[config.mk]
export PLATFORM = sky130hd
export DESIGN_NAME = pnm_header_parser_flat
export DESIGN_NICKNAME = d
export VERILOG_FILES = /design/src/design/pnm_pkg.sv /design/src/design/pnm_stream_if.sv /design/src/design/pnm_header_parser.sv /design/src/flat_wrapper.sv
export SDC_FILE = /design/constraint.sdc
export NUM_CORES = 1
export LEC_CHECK = 0
export BUFFER_PORTS_ARGS = -buffer_cell sky130_fd_sc_hd__buf_2
export CORE_UTILIZATION = 40
export DETAILED_ROUTE_END_ITERATION = 10
export PLACE_DENSITY = 0.55
export SYNTH_ARGS = -nofsm -noshare
export SYNTH_HDL_FRONTEND = slang
export SYNTH_SLANG_ARGS = --single-unit
[constraint.sdc]
create_clock -name clk -period 17.2 [get_ports clk]
set_clock_uncertainty 0.1 [all_clocks]
set_input_delay 5.16 -clock clk [delete_from_list [all_inputs] [get_ports clk]]
set_output_delay 5.16 -clock clk [all_outputs]
set_load 0.01 [all_outputs]
[src/design/pnm_pkg.sv]
// ----------------------------------------------------------------------------
// PNM header parser package
// Shared types, codes and character constants for the binary PGM/PPM
// header parser.
// ----------------------------------------------------------------------------
package pnm_pkg;

    // Default parameter values
    localparam int unsigned DIM_BITS_DEF   = 16;
    localparam int unsigned COUNT_BITS_DEF = 16;

    // Parser phase
    typedef enum logic [3:0] {
        PH_IDLE,
        PH_MAGIC,
        PH_WIDTH,
        PH_HEIGHT,
        PH_MAXVAL
    } phase_t;

    // Result status codes
    typedef logic [1:0] status_t;
    localparam status_t ST_OK        = 2'd0;
    localparam status_t ST_BAD_MAGIC = 2'd1;
    localparam status_t ST_BAD_VALUE = 2'd2;
    localparam status_t ST_TOO_LARGE = 2'd3;

    // Component counts
    localparam logic [1:0] COMP_NONE   = 2'd0;
    localparam logic [1:0] COMP_GREY   = 2'd1;
    localparam logic [1:0] COMP_COLOUR = 2'd3;

    // Characters of interest
    localparam logic [7:0] CH_TAB   = 8'h09;
    localparam logic [7:0] CH_LF    = 8'h0A;
    localparam logic [7:0] CH_CR    = 8'h0D;
    localparam logic [7:0] CH_SPACE = 8'h20;
    localparam logic [7:0] CH_HASH  = 8'h23;
    localparam logic [7:0] CH_ZERO  = 8'h30;
    localparam logic [7:0] CH_FIVE  = 8'h35;
    localparam logic [7:0] CH_SIX   = 8'h36;
    localparam logic [7:0] CH_NINE  = 8'h39;
    localparam logic [7:0] CH_P     = 8'h50;

    // Only accepted maxval
    localparam logic [15:0] MAXVAL_REQ = 16'd255;

endpackage

[src/design/pnm_stream_if.sv]
// ----------------------------------------------------------------------------
// PNM header parser channels
// Valid/ready interfaces for the file byte stream and the header result.
// ----------------------------------------------------------------------------
interface pnm_byte_if;
    logic       valid;
    logic       ready;
    logic [7:0] in_byte;
    logic       first_byte;

    modport source (output valid, output in_byte, output first_byte, input ready);
    modport sink   (input valid, input in_byte, input first_byte, output ready);
endinterface

interface pnm_result_if;
    logic        valid;
    logic        ready;
    logic [1:0]  status;
    logic [1:0]  components;
    logic [15:0] image_width;
    logic [15:0] image_height;
    logic [17:0] samples_per_line;
    logic [15:0] header_length;

    modport source (
        output valid, output status, output components, output image_width,
        output image_height, output samples_per_line, output header_length,
        input ready
    );
    modport sink (
        input valid, input status, input components, input image_width,
        input image_height, input samples_per_line, input header_length,
        output ready
    );
endinterface

[src/design/pnm_header_parser.sv]
// ----------------------------------------------------------------------------
// PNM header parser
// Parses the header of a binary PGM (P5) or PPM (P6) file one byte at a
// time and reports dimensions, components and header length, or an error.
// ----------------------------------------------------------------------------
//  channel | direction | transaction
//  --------+-----------+---------------------------------------------------
//  data    | in        | one file byte, first_byte restarts the parser
//  result  | out       | status, components, size, samples/line, header len
//
//  One byte per cycle: each byte is decoded and the state updated in the
//  cycle it is accepted, the result lands in the output register.
//  A result is visible the cycle after the byte that produces it.
//  data.ready drops only while a held result is not taken by result.ready.
//  Reset leaves the parser idle; bytes are ignored until first_byte.
// ----------------------------------------------------------------------------
module pnm_header_parser #(
    parameter int unsigned DIM_BITS   = pnm_pkg::DIM_BITS_DEF,
    parameter int unsigned COUNT_BITS = pnm_pkg::COUNT_BITS_DEF
) (
    input  logic         clk,
    input  logic         rst_n,
    pnm_byte_if.sink     data,
    pnm_result_if.source result
);

    // Largest legal width/height, capped to the 16-bit output fields
    localparam logic [19:0] DIM_LIMIT =
        (DIM_BITS >= 16) ? 20'd65535 : 20'((64'd1 << DIM_BITS) - 64'd1);

    typedef enum logic [1:0] {
        VB_MORE,
        VB_DONE,
        VB_BAD,
        VB_BIG
    } vb_t;

    // State
    pnm_pkg::phase_t        phase_reg, phase_next;
    logic                   comment_reg, comment_next;
    logic                   digit_reg, digit_next;
    logic [15:0]            acc_reg, acc_next;
    logic [1:0]             comp_reg, comp_next;
    logic [15:0]            width_reg, width_next;
    logic [15:0]            height_reg, height_next;
    logic [COUNT_BITS-1:0]  count_reg, count_next;

    // Output register
    logic                   out_valid_reg, out_valid_next;
    pnm_pkg::status_t       status_reg;
    logic [1:0]             comps_reg;
    logic [15:0]            owidth_reg;
    logic [15:0]            oheight_reg;
    logic [17:0]            spl_reg;
    logic [15:0]            hlen_reg;

    // Byte decode
    logic                   accept;
    logic [7:0]             c;
    logic                   is_digit, is_blank, is_hash, is_lf;
    logic [19:0]            acc_wide, acc_mul, limit;
    vb_t                    vb;
    logic                   emit;
    pnm_pkg::status_t       emit_status;
    logic [17:0]            spl_next;
    logic [31:0]            count_ext;

    assign data.ready = !out_valid_reg || result.ready;
    assign accept     = data.valid && data.ready;
    assign c          = data.in_byte;

    assign is_digit = (c >= pnm_pkg::CH_ZERO) && (c <= pnm_pkg::CH_NINE);
    assign is_blank = (c == pnm_pkg::CH_SPACE)
                   || ((c >= pnm_pkg::CH_TAB) && (c <= pnm_pkg::CH_CR));
    assign is_hash  = (c == pnm_pkg::CH_HASH);
    assign is_lf    = (c == pnm_pkg::CH_LF);

    // acc * 10 + digit, digit value is the low nibble of an ASCII digit
    assign acc_wide = {4'b0000, acc_reg};
    assign acc_mul  = (acc_wide << 3) + (acc_wide << 1) + {16'd0, c[3:0]};
    assign limit    = (phase_reg == pnm_pkg::PH_MAXVAL) ? {4'b0000, pnm_pkg::MAXVAL_REQ}
                                                        : DIM_LIMIT;

    // Next state and result
    always_comb
    begin
        phase_next   = phase_reg;
        comment_next = comment_reg;
        digit_next   = digit_reg;
        acc_next     = acc_reg;
        comp_next    = comp_reg;
        width_next   = width_reg;
        height_next  = height_reg;
        count_next   = count_reg;
        vb           = VB_MORE;
        emit         = 1'b0;
        emit_status  = pnm_pkg::ST_OK;

        if (accept)
        begin
            if (data.first_byte)
            begin
                // restart: everything cleared, this byte counted
                phase_next   = pnm_pkg::PH_MAGIC;
                comment_next = 1'b0;
                digit_next   = 1'b0;
                acc_next     = '0;
                comp_next    = pnm_pkg::COMP_NONE;
                width_next   = '0;
                height_next  = '0;
                count_next   = COUNT_BITS'(1);
                if (c != pnm_pkg::CH_P)
                begin
                    emit        = 1'b1;
                    emit_status = pnm_pkg::ST_BAD_MAGIC;
                end
            end
            else if (phase_reg != pnm_pkg::PH_IDLE)
            begin
                if (count_reg != '1)
                    count_next = count_reg + 1'b1;

                unique case (phase_reg)
                    pnm_pkg::PH_MAGIC:
                    begin
                        if (c == pnm_pkg::CH_SIX)
                            comp_next = pnm_pkg::COMP_COLOUR;
                        else if (c == pnm_pkg::CH_FIVE)
                            comp_next = pnm_pkg::COMP_GREY;
                        else
                        begin
                            emit        = 1'b1;
                            emit_status = pnm_pkg::ST_BAD_MAGIC;
                        end
                        phase_next   = pnm_pkg::PH_WIDTH;
                        acc_next     = '0;
                        digit_next   = 1'b0;
                        comment_next = 1'b0;
                    end
                    pnm_pkg::PH_WIDTH, pnm_pkg::PH_HEIGHT, pnm_pkg::PH_MAXVAL:
                    begin
                        // classify the byte within a number field
                        if (comment_reg)
                        begin
                            if (is_lf)
                                comment_next = 1'b0;
                        end
                        else if (is_digit)
                        begin
                            acc_next   = acc_mul[15:0];
                            digit_next = 1'b1;
                            if (acc_mul > limit)
                                vb = VB_BIG;
                        end
                        else if (digit_reg)
                            vb = VB_DONE;
                        else if (is_hash)
                            comment_next = 1'b1;
                        else if (!is_blank)
                            vb = VB_BAD;

                        if (phase_reg == pnm_pkg::PH_MAXVAL)
                        begin
                            // byte ending maxval is the separator
                            if (vb != VB_MORE)
                            begin
                                emit        = 1'b1;
                                emit_status = (vb == VB_DONE && acc_reg == pnm_pkg::MAXVAL_REQ)
                                            ? pnm_pkg::ST_OK : pnm_pkg::ST_BAD_VALUE;
                            end
                        end
                        else
                        begin
                            unique case (vb)
                                VB_MORE:
                                begin
                                    emit = 1'b0;
                                end
                                VB_BIG:
                                begin
                                    emit        = 1'b1;
                                    emit_status = pnm_pkg::ST_TOO_LARGE;
                                end
                                VB_BAD:
                                begin
                                    emit        = 1'b1;
                                    emit_status = pnm_pkg::ST_BAD_VALUE;
                                end
                                VB_DONE:
                                begin
                                    if (acc_reg == '0)
                                    begin
                                        emit        = 1'b1;
                                        emit_status = pnm_pkg::ST_BAD_VALUE;
                                    end
                                    else
                                    begin
                                        if (phase_reg == pnm_pkg::PH_WIDTH)
                                        begin
                                            width_next = acc_reg;
                                            phase_next = pnm_pkg::PH_HEIGHT;
                                        end
                                        else
                                        begin
                                            height_next = acc_reg;
                                            phase_next  = pnm_pkg::PH_MAXVAL;
                                        end
                                        // ending byte reopens the next number
                                        acc_next     = '0;
                                        digit_next   = 1'b0;
                                        comment_next = is_hash;
                                        if (!is_blank && !is_hash)
                                        begin
                                            emit        = 1'b1;
                                            emit_status = pnm_pkg::ST_BAD_VALUE;
                                        end
                                    end
                                end
                            endcase
                        end
                    end
                    default:
                    begin
                        phase_next = pnm_pkg::PH_IDLE;
                    end
                endcase
            end

            if (emit)
                phase_next = pnm_pkg::PH_IDLE;
        end
    end

    // Result fields from the updated state
    assign spl_next  = ({2'b00, width_next} & {18{comp_next[0]}})
                     + ({1'b0, width_next, 1'b0} & {18{comp_next[1]}});
    assign count_ext = 32'(count_next);

    always_comb
    begin
        out_valid_next = out_valid_reg;
        if (accept && emit)
            out_valid_next = 1'b1;
        else if (result.ready)
            out_valid_next = 1'b0;
    end

    // Control and state registers
    always_ff @(posedge clk or negedge rst_n)
    begin
        if (!rst_n)
        begin
            phase_reg     <= pnm_pkg::PH_IDLE;
            comment_reg   <= 1'b0;
            digit_reg     <= 1'b0;
            acc_reg       <= '0;
            comp_reg      <= pnm_pkg::COMP_NONE;
            width_reg     <= '0;
            height_reg    <= '0;
            count_reg     <= '0;
            out_valid_reg <= 1'b0;
        end
        else
        begin
            phase_reg     <= phase_next;
            comment_reg   <= comment_next;
            digit_reg     <= digit_next;
            acc_reg       <= acc_next;
            comp_reg      <= comp_next;
            width_reg     <= width_next;
            height_reg    <= height_next;
            count_reg     <= count_next;
            out_valid_reg <= out_valid_next;
        end
    end

    // Result payload
    always_ff @(posedge clk)
    begin
        if (accept && emit)
        begin
            status_reg  <= emit_status;
            comps_reg   <= comp_next;
            owidth_reg  <= width_next;
            oheight_reg <= height_next;
            spl_reg     <= spl_next;
            hlen_reg    <= (count_ext > 32'd65535) ? 16'hFFFF : count_ext[15:0];
        end
    end

    assign result.valid            = out_valid_reg;
    assign result.status           = status_reg;
    assign result.components       = comps_reg;
    assign result.image_width      = owidth_reg;
    assign result.image_height     = oheight_reg;
    assign result.samples_per_line = spl_reg;
    assign result.header_length    = hlen_reg;

`ifndef NO_ASSERTIONS
    // A good header always carries a known format and non-zero size
    a_ok_complete: assert property (@(posedge clk) disable iff (!rst_n)
        result.valid && result.status == pnm_pkg::ST_OK
        |-> result.components != pnm_pkg::COMP_NONE
            && result.image_width != 16'd0 && result.image_height != 16'd0)
        else $error("ok result with incomplete header fields");

    // A decoded result is presented on the next cycle
    a_emit_shown: assert property (@(posedge clk) disable iff (!rst_n)
        accept && emit |=> result.valid)
        else $error("emitted result not presented");

    // While idle, bytes without a start mark change nothing
    a_idle_holds: assert property (@(posedge clk) disable iff (!rst_n)
        accept && !data.first_byte && phase_reg == pnm_pkg::PH_IDLE
        |=> phase_reg == pnm_pkg::PH_IDLE && $stable(count_reg))
        else $error("idle parser reacted to a byte");

    // A grey image has one sample per pixel
    a_grey_samples: assert property (@(posedge clk) disable iff (!rst_n)
        result.valid && result.components == pnm_pkg::COMP_GREY
        |-> result.samples_per_line == {2'b00, result.image_width})
        else $error("samples per line mismatch for grey image");
`endif

endmodule
[src/flat_wrapper.sv]
// flat-port wrapper written by rule: the top's interface ports become plain ports
module pnm_header_parser_flat 
#(
    parameter int unsigned DIM_BITS   = pnm_pkg::DIM_BITS_DEF,
    parameter int unsigned COUNT_BITS = pnm_pkg::COUNT_BITS_DEF
)
  (clk, rst_n, data_valid, data_in_byte, data_first_byte, data_ready, result_valid, result_status, result_components, result_image_width, result_image_height, result_samples_per_line, result_header_length, result_ready);
  pnm_byte_if data_i ();
  pnm_result_if result_i ();
  input  logic clk;
  input  logic rst_n;
  input wire logic [$bits(data_i.valid)-1:0] data_valid;
  input wire logic [$bits(data_i.in_byte)-1:0] data_in_byte;
  input wire logic [$bits(data_i.first_byte)-1:0] data_first_byte;
  output wire logic [$bits(data_i.ready)-1:0] data_ready;
  output wire logic [$bits(result_i.valid)-1:0] result_valid;
  output wire logic [$bits(result_i.status)-1:0] result_status;
  output wire logic [$bits(result_i.components)-1:0] result_components;
  output wire logic [$bits(result_i.image_width)-1:0] result_image_width;
  output wire logic [$bits(result_i.image_height)-1:0] result_image_height;
  output wire logic [$bits(result_i.samples_per_line)-1:0] result_samples_per_line;
  output wire logic [$bits(result_i.header_length)-1:0] result_header_length;
  input wire logic [$bits(result_i.ready)-1:0] result_ready;
  assign data_i.valid = data_valid;
  assign data_i.in_byte = data_in_byte;
  assign data_i.first_byte = data_first_byte;
  assign data_ready = data_i.ready;
  assign result_valid = result_i.valid;
  assign result_status = result_i.status;
  assign result_components = result_i.components;
  assign result_image_width = result_i.image_width;
  assign result_image_height = result_i.image_height;
  assign result_samples_per_line = result_i.samples_per_line;
  assign result_header_length = result_i.header_length;
  assign result_i.ready = result_ready;
  pnm_header_parser #(.DIM_BITS(DIM_BITS), .COUNT_BITS(COUNT_BITS)) u_core (.clk(clk), .rst_n(rst_n), .data(data_i), .result(result_i));
endmodule
# == Word-level counts from Yosys, hierarchy flattened ==
# Index checks and enable logic that the tools add are counted.
# totals
word_cells,167
ff_bits,143
inputBits,13
# op_classes
muxes,99
bitwise,2
addsub,4
n_eq_ne,18
n_reduce_logical,23
order_cmp,6
# ops
cell,n
$mux 16,28
$mux 2,24
$eq 8x6->1 const B,4
$mux 1,32
$pmux 16 s2,1
$mux 4,6
$add 19x17->20,1
$add 20x4->20,1
$gt 20x20->1,1
$add 18x18->18,1
$and 16x18->18,1
$and 17x18->18,1
$add 16x1->16 const B,1
$eq 16x8->1 const B,1
$gt 16x16->1 const B,1
$logic_not 16->1,1
$ne 16x16->1 const B,1
$eq 4x2->1 const B,2
$eq 8x4->1 const B,1
$ge 8x4->1 const B,1
$ge 8x6->1 const B,1
$le 8x4->1 const B,1
$le 8x6->1 const B,1
$ne 4x4->1 const B,2
23 further kinds,37

# == Depth between registers and ports, before layout ==
# depth
ltp_word,23
depth_mapped,21
depth_no_buf,20

# == Worst setup path after synthesis ==
# No wires, ideal clock.
# synth_timing
kind,input to register
startpoint,input data_in_byte[3]
endpoint,"register u_core.comps_reg[0] (netlist: u_core.result.components[0]), enable pin"
setup_slack_ns,5.426
path_stages,18
n_path_buf,0
arrival_ns,11.175
cell_sequence,inv_1 > fa_1 > inv_1 > fa_1 > a21oi_1 > o221a_1 > o31a_1 > nor2b_1 > nor2_1 > xnor2_1 > ha_1 > nand4_1 > o21ai_0 > a211oi_2 > o211ai_2 > o211ai_2 > and2b_1 > nor2_1
# synth_via
elab_chain_cells,22
elab_cells_between_ends,47
# synth_rtl
item,line,rtl
from (decl),flat_wrapper.sv:13,input wire logic [$bits(data_i.in_byte)-1:0] data_in_byte;
"parallel branches: the longest is 18 deep, another holds $add 20x4->20",--,
$mux 1 *,pnm_header_parser.sv:101,if (data.first_byte)
$mux 1 * (2 in a row),pnm_header_parser.sv:99,if (accept)
$logic_and 1x1->1 *,pnm_header_parser.sv:280,if (accept && emit)
to (signal assigned),pnm_header_parser.sv:283,comps_reg <= comp_next;
to (decl),pnm_header_parser.sv:51,logic [1:0] comps_reg;
# Every way passes the cells marked *. The select of a mux whose other input is x is not followed.
# A chain may end at the register's enable or synchronous reset.

# == Final worst setup path ==
# layout_timing
startpoint,input result_ready
endpoint,output data_ready
# layout_via
elab_chain_cells,1
# layout_rtl
item,line,rtl
from (decl),flat_wrapper.sv:23,input wire logic [$bits(result_i.ready)-1:0] result_ready;
$logic_or 1x1->1,pnm_header_parser.sv:68,assign data.ready = !out_valid_reg || result.ready;
to (decl),flat_wrapper.sv:15,output wire logic [$bits(data_i.ready)-1:0] data_ready;
# Every way passes these cells.

==> run_results.csv <==
group,metric,value,unit
yosys,synth_area_leaders,"edfxtp_1 (28%), dfrtp_1 (24%), ha_1 (9.2%), a22o_1 (5.6%), and2_1 (2.9%)",
timing,setup_violations,0,
setup_path,reg2reg_slack,11590,ps
setup_path,crit_chain,"buf_2 > nand2b_1 > buf_2",
timing,fmax,0.0920,GHz
cts,clk_latency,420,ps
floorplanning,core_area,0.0181,mm^2
cts,clk_pin_slew_worst_paths,50,ps
yosys,synth_most_common_cell,"dfrtp_1",
yosys,netlist_top_cells_count,"dfrtp_1 (72), edfxtp_1 (70), ha_1 (55), a22o_1 (48), nor2_1 (42)",
layout,final_core_util,48.0,%
global_route,grt_remaining_overflow,0,
timing,tightestPinTransition,1000,ps
floorplanning,die_y,139,um
setup_path,cp_max_fo,5,
setup_path,critPathSlowestCell,"nand2b_1",
timing,tns,0,ps
drt,antenna_left,0,
cts,root_buffer,"clkbuf_16",
hold_path,hold_depth,1,
yosys,netlist_instances,643,
cts,cts-buffers-inserted,17,
run_status,status,"finished with violations",
layout,antenna_cells,0,
cts,cts-hold-fix-buffers,0,
drt,post_drt_wl_per_cell,17.5,um
placement,numPortBuffers,84,
drt,dr.pass1.iters,8,
yosys,yosys_most_used_dff,"dfrtp_1",
placement,postPlaceCellArea,0.00812,mm^2
floorplanning,die-area,0.0192,mm^2
layout,area_growth,16.5,%
setup_path,rr_worst_depth,20,
drt,drt_wl_total,17.0,mm
power,power.leakage,4.04,nW
floorplanning,initial_core_util,41.2,%
timing,hold_violations,0,
power,p_total,0.912,mW
hold_path,hold_class,"reg2reg",
power,ir_drop,65.1,uV
layout,n_fill_cell,1642,
layout,nets,802,
cts,clockBufferDepth,2,
drt,drc,16,
yosys,synthArstFlopShare,50.7,%
cts,cts_tree,"done",
setup_path,crit_path_end_kind,"output pin",
yosys,synth_top_area_share,28.2,%
setup_path,critPathMostFrequentCell,"buf_2",
setup_path,cpPeakStageDelay,190,ps
drt,drt_iter0_markers,404,
yosys,synth_area,0.00745,mm^2
timing,rsz0062_at_grt,"no",
cts,cts_sinks,142,
timing,relSlewSlack,32.8,%
cts,cts.repair.resized,0,
yosys,ys_seq_elements,142,
setup_path,r2r-start,"u_core.acc_reg[0]$_DFFE_PN0P_",
setup_path,worst_ep_arrival_time,5610,ps
global_route,grt_pass1_wl,28.9,mm
floorplanning,rows,49,
placement,gp_congestion,0.878,
setup_path,start_kind,"input port",
yosys,synth_edf_count,70,
layout,design_area,0.00868,mm^2
yosys,synth_nets,714,
yosys,yosysSeqAreaShare,52.4,%
setup_path,crit_family,"buffers and inverters",
hold_path,min-delay-start,"u_core.height_reg[2]$_DFF_PN0_",
power,powerDensity,105,mW/mm^2
global_route,first_global_vias,5450,
cts,cts_max_level,4,
cts,post_cts_buffers,0,
placement,hpwl,12.2,mm
global_route,grt_max_degree,73,
global_route,grt_usage,19.2,%
drt,via_per_inst,5.59,
floorplanning,ios,85,
setup_path,reg2reg_to,"u_core.result.image_width[1]$_DFFE_PP_",
job,cap_viol_max_count,0,
run_status,violations,"DRC",
floorplanning,die_w,139,um
layout,largest_reg_flops,18,
yosys,syn_area_per_cell,11.6,um^2
setup_path,crit_buf_inv,2,
timing,slew_viol_final,0,
hold_path,hold_path_end,"u_core.height_reg[2]$_DFF_PN0_",
layout,drive_above_1_share,17.6,%
drt,dr_total_vias,5429,
timing,fin_crit,10870,ps
yosys,ys.warnings.count,0,
yosys,yosysTopAreaCell,"edfxtp_1",
global_route,antenna_found_initial,0,
yosys,synth_cell_types,64,
timing,fin_crit_sh,63.2,%
setup_path,cp.required,11940,ps
setup_path,critPathKind,"in2out",
worst max-delay path by stage:
stage	startpoint	end	slack, ps	depth (start not counted)
after detailed placement	result_ready	data_ready	6340	3
after global placement	result_ready	data_ready	6350	3
after global routing	result_ready	data_ready	6320	3
after floorplan	data_in_byte[3]	u_core.result.components[0]$_DFFE_PP_	5430	18
after CTS	result_ready	data_ready	6340	3
final	result_ready	data_ready	6330	3
final cells by class:
| class | instances | area (um^2) | share of cell area, % |
|---|---|---|---|
| flip-flops and latches | 142 | 3900 | 45.0 |
| multi-input cells | 465 | 3410 | 39.3 |
| clock buffers | 24 | 472 | 5.43 |
| repair buffers | 89 | 458 | 5.27 |
| well taps | 229 | 287 | 3.30 |
| clock inverters | 7 | 90.1 | 1.04 |
| inverters | 16 | 60.1 | 0.692 |
cells in the final DEF, fill, tap and decap left out, types with 3 or more instances in the layout:
master     Yosys  final
or2_2          4      4
fa_1           3      3
clkinv_2       0      3
a31oi_1        7      7
and2_1        34     34
o21bai_1       4      4
ha_1          55     55
edfxtp_1      70     70
o22a_1         3      3
clkbuf_16      0     17
a21oi_1       31     31
nor4_1         8      8
xnor2_1       19     19
buf_2          3     84
o21a_1         5      5
nand2b_1       8      8
and3_1        10     10
buf_4          1      5
mux2i_1        4      4
or3_1          4      4
a22o_1        48     48
a21o_1        12     12
dfrtp_1       72     72
clkbuf_1      15      5
nand3_1       17     17
nand2_1       36     36
xor2_1        17     17
o21ai_0       18     18
nand4_1       10     10
nor3_1        11     10
nor2b_1        7      7
o21ai_1        8      8
nor2_1        42     41
inv_1         16     16
logic make-up (layout without fill, tap and decap cells):
group | count (synthesis) | after routing | synth area share, %
simple gates | 201 | 201 | 14.2
compound gates | 165 | 165 | 16.4
flops | 142 | 142 | 52.4
fa+ha+maj | 58 | 58 | 10.0
xor+xnor | 36 | 36 | 4.23
buf+inv | 36 | 136 | 2.01
mux | 5 | 5 | 0.739
power by group:
part | internal, mW | leakage (nW) | switching [mW]
logic | 0.0483 | 2.10 | 0.0954
clock network | 0.219 | 0.270 | 0.132
registers | 0.401 | 1.67 | 0.0155
total | 0.669 | 4.04 | 0.243
worst register-to-register path, cell delays in order, from the launching register on:
cell and delay (ps):
dfrtp_1 530, inv_1 110, fa_1 520, inv_1 70, fa_1 460, a21oi_1 270, o221a_1 280, o31a_1 180
nor2b_1 60, nor2_1 190, xnor2_1 130, ha_1 310, nand4_1 120, nor4_1 320, nand4_1 190, a211oi_2 270
o211ai_2 180, o211ai_2 220, and2b_1 260, nor2_4 50, buf_4 390
routing by layer:
metal  global-route usage (%)  vias to the layer above  part of all wire [%]
li1                         -                     2612                     -
met2                     30.3                      149                    47
met1                     25.7                     2651                    47
met3                     4.43                       17                   4.6
met5                        0                        -                     0
met4                     6.98                        0                   1.5
stage by stage:
stage          instances  setup WS [ps]  hold slack, ps
2_1_floorplan        643           5430             361
3_3_place_gp         941           6350             385
3_5_place_dp         941           6340             382
4_1_cts              972           6340             395
5_1_grt              972           6320             404
6_report             972           6330             393
No activity file was read; power rests on OpenSTA's default activity.
